## src/hw/rtl/swm_pkg.sv

```systemverilog
// shared types and constants for the sliding window maximum block
`timescale 1ns / 1ps

package swm_pkg;

  localparam int DATA_W = 32;
  localparam int CFG_W  = 7;

  // per-cycle command broadcast along the cell row
  typedef struct packed {
    logic accept;  // a sample transaction is taken this cycle
    logic pop;     // the front candidate leaves, the row shifts by one
    logic clear;   // the accepted sample ends its sequence
  } swm_ctl_t;

endpackage

```

## src/hw/rtl/swm_cell.sv

```systemverilog
// one cell of the candidate row: holds one deque entry and shifts toward the front
`timescale 1ns / 1ps

module swm_cell import swm_pkg::*; #(
  parameter int SW = 32,
  parameter int PW = 7
) (
  input  logic          clk,
  input  logic          rst_n,
  input  swm_ctl_t      ctl,
  input  logic [SW-1:0] key,
  input  logic [PW-1:0] key_pos,
  input  logic          nxt_valid,
  input  logic [SW-1:0] nxt_value,
  input  logic [PW-1:0] nxt_pos,
  input  logic          nxt_keep,
  input  logic          prev_skeep,
  output logic          valid_o,
  output logic [SW-1:0] value_o,
  output logic [PW-1:0] pos_o,
  output logic          keep_o,
  output logic          skeep_o,
  output logic [SW-1:0] head_o
);

  logic          valid_r, valid_nxt;
  logic [SW-1:0] value_r, value_nxt;
  logic [PW-1:0] pos_r, pos_nxt;

  logic          keep;
  logic          s_valid;
  logic [SW-1:0] s_value;
  logic [PW-1:0] s_pos;
  logic          s_keep;

  // candidate survives the new sample only if strictly greater
  assign keep = valid_r && ($signed(value_r) > $signed(key));

  // view of the row after the optional shift
  assign s_valid = ctl.pop ? nxt_valid : valid_r;
  assign s_value = ctl.pop ? nxt_value : value_r;
  assign s_pos   = ctl.pop ? nxt_pos   : pos_r;
  assign s_keep  = ctl.pop ? nxt_keep  : keep;

  assign valid_o = valid_r;
  assign value_o = value_r;
  assign pos_o   = pos_r;
  assign keep_o  = keep;
  assign skeep_o = s_keep;
  assign head_o  = s_keep ? s_value : key;

  always_comb begin
    valid_nxt = valid_r;
    value_nxt = value_r;
    pos_nxt   = pos_r;
    if (ctl.accept) begin
      // first dropped slot after the kept prefix takes the new sample
      valid_nxt = s_keep || prev_skeep;
      value_nxt = s_keep ? s_value : key;
      pos_nxt   = s_keep ? s_pos   : key_pos;
      if (ctl.clear) begin
        valid_nxt = 1'b0;
      end
    end else if (ctl.pop) begin
      valid_nxt = s_valid;
      value_nxt = s_value;
      pos_nxt   = s_pos;
    end
  end

  always_ff @(posedge clk) begin
    if (!rst_n) begin
      valid_r <= 1'b0;
    end else begin
      valid_r <= valid_nxt;
    end
  end

  always_ff @(posedge clk) begin
    value_r <= value_nxt;
    pos_r   <= pos_nxt;
  end

endmodule

```

## config.mk

```make
export PLATFORM = sky130hd
export DESIGN_NAME = swm_cell
export DESIGN_NICKNAME = d
export VERILOG_FILES = /design/src/hw/rtl/swm_pkg.sv /design/src/hw/rtl/swm_cell.sv
export SDC_FILE = /design/constraint.sdc
export NUM_CORES = 1
export LEC_CHECK = 0
export BUFFER_PORTS_ARGS = -buffer_cell sky130_fd_sc_hd__buf_2
export CAP_MARGIN = 20
export CORE_MARGIN = 2
export CORE_UTILIZATION = 44
export CTS_BUF_LIST = sky130_fd_sc_hd__clkbuf_2 sky130_fd_sc_hd__clkbuf_4 sky130_fd_sc_hd__clkbuf_8
export DETAILED_ROUTE_END_ITERATION = 12
export GPL_ROUTABILITY_DRIVEN = 0
export GPL_TIMING_DRIVEN = 0
export HOLD_SLACK_MARGIN = 0.05
export PLACE_DENSITY = 0.79
export SYNTH_ARGS = -nofsm -noshare
export SYNTH_HDL_FRONTEND = slang
export SYNTH_SLANG_ARGS = --single-unit
```

## constraint.sdc

```tcl
create_clock -name clk -period 3.1 [get_ports clk]
set_clock_uncertainty 0.15 [all_clocks]
set_input_delay 0.465 -clock clk [delete_from_list [all_inputs] [get_ports clk]]
set_output_delay 0.465 -clock clk [all_outputs]
set_load 0.03 [all_outputs]
```

## Word level (Yosys, flattened, before mapping)

Index checks and enable logic that the tools add are counted.

| cells by class | value |
|---|---|
| magnitude comparators | 1 |
| mux-type cells | 12 |
| reductions and logical operators | 3 |

Operators with widths:

| cell | number |
|---|---|
| 32-bit two-way mux | 4 |
| 32-bit > comparator | 1 |
| 7-bit two-way mux | 4 |
| 1-bit two-way mux | 4 |
| 2-bit nonzero test | 1 |
| 1-bit logical AND | 1 |
| 1-bit logical OR | 1 |

| storage, ports and cells | value |
|---|---|
| register bits | 40 |
| bits of input ports | 86 |
| logic and storage cells | 19 |

## Logic depth before layout (Yosys ltp)

| logic depth | value |
|---|---|
| depth after elaboration | 6 |
| depth in mapped cells | 11 |

## Least setup slack after synthesis

Ideal clock, no wire load.

| timing path | value |
|---|---|
| path kind | register to output |
| start | register value_r[31], in the netlist value_o[31] |
| end | output port head_o[23] |
| arrival time | 2.883 ns |
| slack | -0.398 ns |
| stages on the path, launching flop included | 10 |
| cells stage by stage | edfxtp_1 ha_1 nand4_1 nor3_1 a221o_1 o311ai_1 a31o_2 buf_2 buf_2 mux2_2 |

| on the way | value |
|---|---|
| cells in the longest elaborated chain, start to end | 4 |

Ends and longest elaborated chain:

| item | line | source |
|---|---|---|
| start, declared | swm_cell.sv:27 | `logic [SW-1:0] value_r, value_nxt;` |
| start signal, assigned | swm_cell.sv:80 | `value_r <= value_nxt;` |
| 32-bit > comparator | swm_cell.sv:37 | `assign keep = valid_r && ($signed(value_r) > $signed(key));` |
| 1-bit logical AND | swm_cell.sv:37 |  |
| 1-bit two-way mux | swm_cell.sv:43 | `assign s_keep = ctl.pop ? nxt_keep : keep;` |
| net skeep_o | swm_cell.sv:22 | `output logic skeep_o,` |
| 32-bit two-way mux | swm_cell.sv:50 | `assign head_o = s_keep ? s_value : key;` |
| end, declared | swm_cell.sv:23 | `output logic [SW-1:0] head_o` |

The timed path passes the listed nets, and every way through them passes these cells.

## Final worst setup path

| timing path | value |
|---|---|
| start | register value_r[15], in the netlist value_o[15] |
| end | output port head_o[12] |

| on the way | value |
|---|---|
| cells in the longest elaborated chain, start to end | 4 |

Ends and longest elaborated chain:

| item | line |
|---|---|
| 32-bit > comparator | swm_cell.sv:37 |
| 1-bit logical AND | swm_cell.sv:37 |
| 1-bit two-way mux | swm_cell.sv:43 |
| 32-bit two-way mux | swm_cell.sv:50 |

No other way between the ends.

==> flow_summary.toml <==
[status]
status = "finished with violations"
violations = "setup timing"

[clock_tree]
clockBufferDepth = 2
cts_buffers = 5
hold_buffers = 0
clk_pin_slew_ns = 0.08
insertion_delay_ns = 0.30
cts_tree = "built"
clock-sinks = 40
htreeDepth = 2
cts-root-buf = "clkbuf_8"

[global_route]
grt.total_usage_pct = 20.96
antenna_found_initial = 0
grt_max_degree = 40
grt-ovfl-total = 0
grt_pass1_vias = 3027
grt_pass1_wl_mm = 14.12

[final_layout]
fin_cells = 582
syn_to_final_growth_pct = 53.58
drive_above_1_share_pct = 67.08
final_nets = 597
insertedDiodeCount = 0

[setup_path]
path_class = "reg -> out"
setup.worst_path.start_class = "flip-flop"
r2r-end = "value_o[9]"
r2r_slack_ns = -0.15
crit_fanout = 10
worstRegToRegCells = 12
crit_required_ns = 2.48
cp-end-kind = "output pin"
rr_startpoint = "value_o[15]"
crit_arrival_ns = 3.03

[hold_path]
hold_class = "in -> reg"
whs_endpoint = "valid_o"
hp-start = "ctl[2]"
hold_depth = 2

[sta]
hold_slack_ns = 0.3089
hold_violations = 0
tightestPinTransition_ns = 1.002
fin_crit_ns = 3.643
slew-limit-headroom_pct = 33.21
setup_viol = 73
drv_slew = 0
worst_slack_ns = -0.5429
rsz0062_at_grt = "true"
clock.fmax_mhz = 274.5
period_share_pct = 117.5

[floorplan]
die_w_um = 92.18
rows = 32
start_util_pct = 44.73
io_pins = 160
dieArea_mm2 = 0.008496
die_y_um = 92.18
design.core.area_mm2 = 0.007647

[logic_synthesis]
synth_warnings = 0
syn_area_per_cell_um2 = 11.72
syn_area_mm2 = 0.003421
syn_inst = 292
synth.area.top_cells = "edfxtp_1, mux2_2, ha_1, mux2_4, inv_1"
synth.distinct_cells = 33
synth.net_count = 410
ys_seq_elements = 40
synth_largest_area_cell = "edfxtp_1"
synth_top_cell_area_share_pct = 34.24
synth-seq-area-share_pct = 34.82

[detailed_routing]
via_per_inst = 5.215
dr.pass1.iters = 4
drt_iter0_drc = 101
drtAntennaViolNets = 0
wl_met3_um = 506
wl_per_cell_um = 16.31
route.top_layer_used = "met4"
wl_met2_mm = 4.940
drcViolationCount = 0
m1WireLength_mm = 3.966
wl_mm = 9.492
vias = 3035

[pwr]
power_density_mw_per_mm2 = 423.2
ir_drop_v = 0.0002206
power.leakage_uw = 0.002532

[placement]
port_buffers = 158
hpwl_mm = 6.594
dpl.cell_count = 552

[job]
drv_cap = 0
cell families after synthesis:
family                   synth area share, %
AO/OA/AOI/OAI                          5.999
adder cells (fa/ha/maj)                11.70
flip-flops                             34.82
AND/OR/NAND/NOR                        4.792
buffers and inverters                  5.706
multiplexers                           36.98
cell type report:
| cell class | instances | area (µm²) |
|---|---|---|
| Clock buffer | 8 | 97.59 |
| Tap cell | 102 | 127.6 |
| Inverter | 34 | 127.6 |
| Fill cell | 601 | 2394 |
| Buffer | 12 | 145.1 |
| Sequential cell | 40 | 1191 |
| Multi-Input combinational cell | 205 | 2312 |
| Timing Repair Buffer | 181 | 1252 |
cells in the mapped netlist:
library cell  number
mux2_2            99
edfxtp_1          39
inv_1             34
ha_1              32
a21oi_1           14
mux2_4            10
nand2_1           10
nand4_1            7
buf_2              6
o21ai_0            6
clkbuf_1           5
nand3_1            3
nor2_1             3
a221o_1            2
nor2b_1            2
nor3_1             2
o311ai_1           2
a21boi_0           1
a21o_1             1
a311o_1            1
a31o_2             1
a41o_1             1
and2_1             1
and3_1             1
and4_1             1
buf_4              1
buf_6              1
dfxtp_1            1
nor4_1             1
o211ai_1           1
o21a_1             1
o2bb2ai_1          1
or2_2              1
power by group:
part / switching [µW] / internal, µW
registers: 50.7 / 682
logic: 559 / 534
clock network: 198 / 200
total: 808 / 1420
critical path, cell delays in order, from the launching register on:
cell      delay (ns)
edfxtp_1        0.44
ha_4            0.29
nand4_1         0.12
buf_4           0.17
nor4_4          0.29
a21boi_2        0.24
o311ai_2        0.12
o311ai_2        0.13
a31o_4          0.29
buf_12          0.16
mux2_4          0.32
buf_6           0.14
flip-flops by register name (all words and copies together), names as in the netlist:
name / count
value_o: 32
pos_o: 7
valid_o: 1
stage by stage:
step / instance area [µm²] / total power, µW / worst slack [ns] / util (%) / setup TNS (ns)
global route: 5254 / 2323 / -0.6719 / 68.70 / -31.81
detailed placement: 4536 / 1649 / -0.7273 / 59.31 / -37.02
CTS: 5109 / 2179 / -0.5380 / 66.80 / -21.99
finish: 5254 / 2223 / -0.5429 / 68.70 / -21.72
floorplan: 3617 / 1395 / -0.1503 / - / -4.269
global placement: 4536 / 1622 / -0.7386 / 59.31 / -38.52
layout by cell type, fill, tap and decap left out, types with 2 or more instances in the layout:
master    synthesis  routed
a21oi_1          14      13
clkbuf_8          0       6
buf_2             6     124
ha_4              0       7
buf_8             0       2
edfxtp_1         39      39
inv_1            34      34
mux2_4           10      45
ha_1             32      25
buf_16            0       2
clkbuf_4          0       2
a221o_1           2       2
o311ai_2          0       2
buf_12            0       5
nand4_1           7       7
nand3_1           3       3
nor2_1            3       3
nand2_1          10       9
mux2_2           99      64
buf_4             1      16
nor2b_1           2       2
buf_6             1      38
o21ai_0           6       4
clkbuf_1          5       5
o21ai_1           0       2
how the worst max path moves through the flow:
stage	start	endpoint	slack (ns)
floorplan	value_o[15]	head_o[23]	-0.15
global placement	key[15]	head_o[6]	-0.74
detailed placement	key[15]	head_o[5]	-0.73
CTS	value_o[5]	head_o[7]	-0.54
global route	value_o[13]	head_o[15]	-0.67
finish	value_o[15]	head_o[12]	-0.54
layer usage:
layer / GRT usage [%] / vias to the layer above
li1: - / 1465
met1: 24.35 / 1441
met2: 39.22 / 122
met3: 3.369 / 7
met4: 6.468 / 0
met5: 0 / -
timing repair:
action,4_1_cts,5_1_grt
endpoints found under the hold margin,0,0
cloned,2,1
resized for setup,94,13
setup buffers,14,6
endpoints found under the setup margin,73,73
pin swaps,10,8
(Power assumes the default switching activity.)
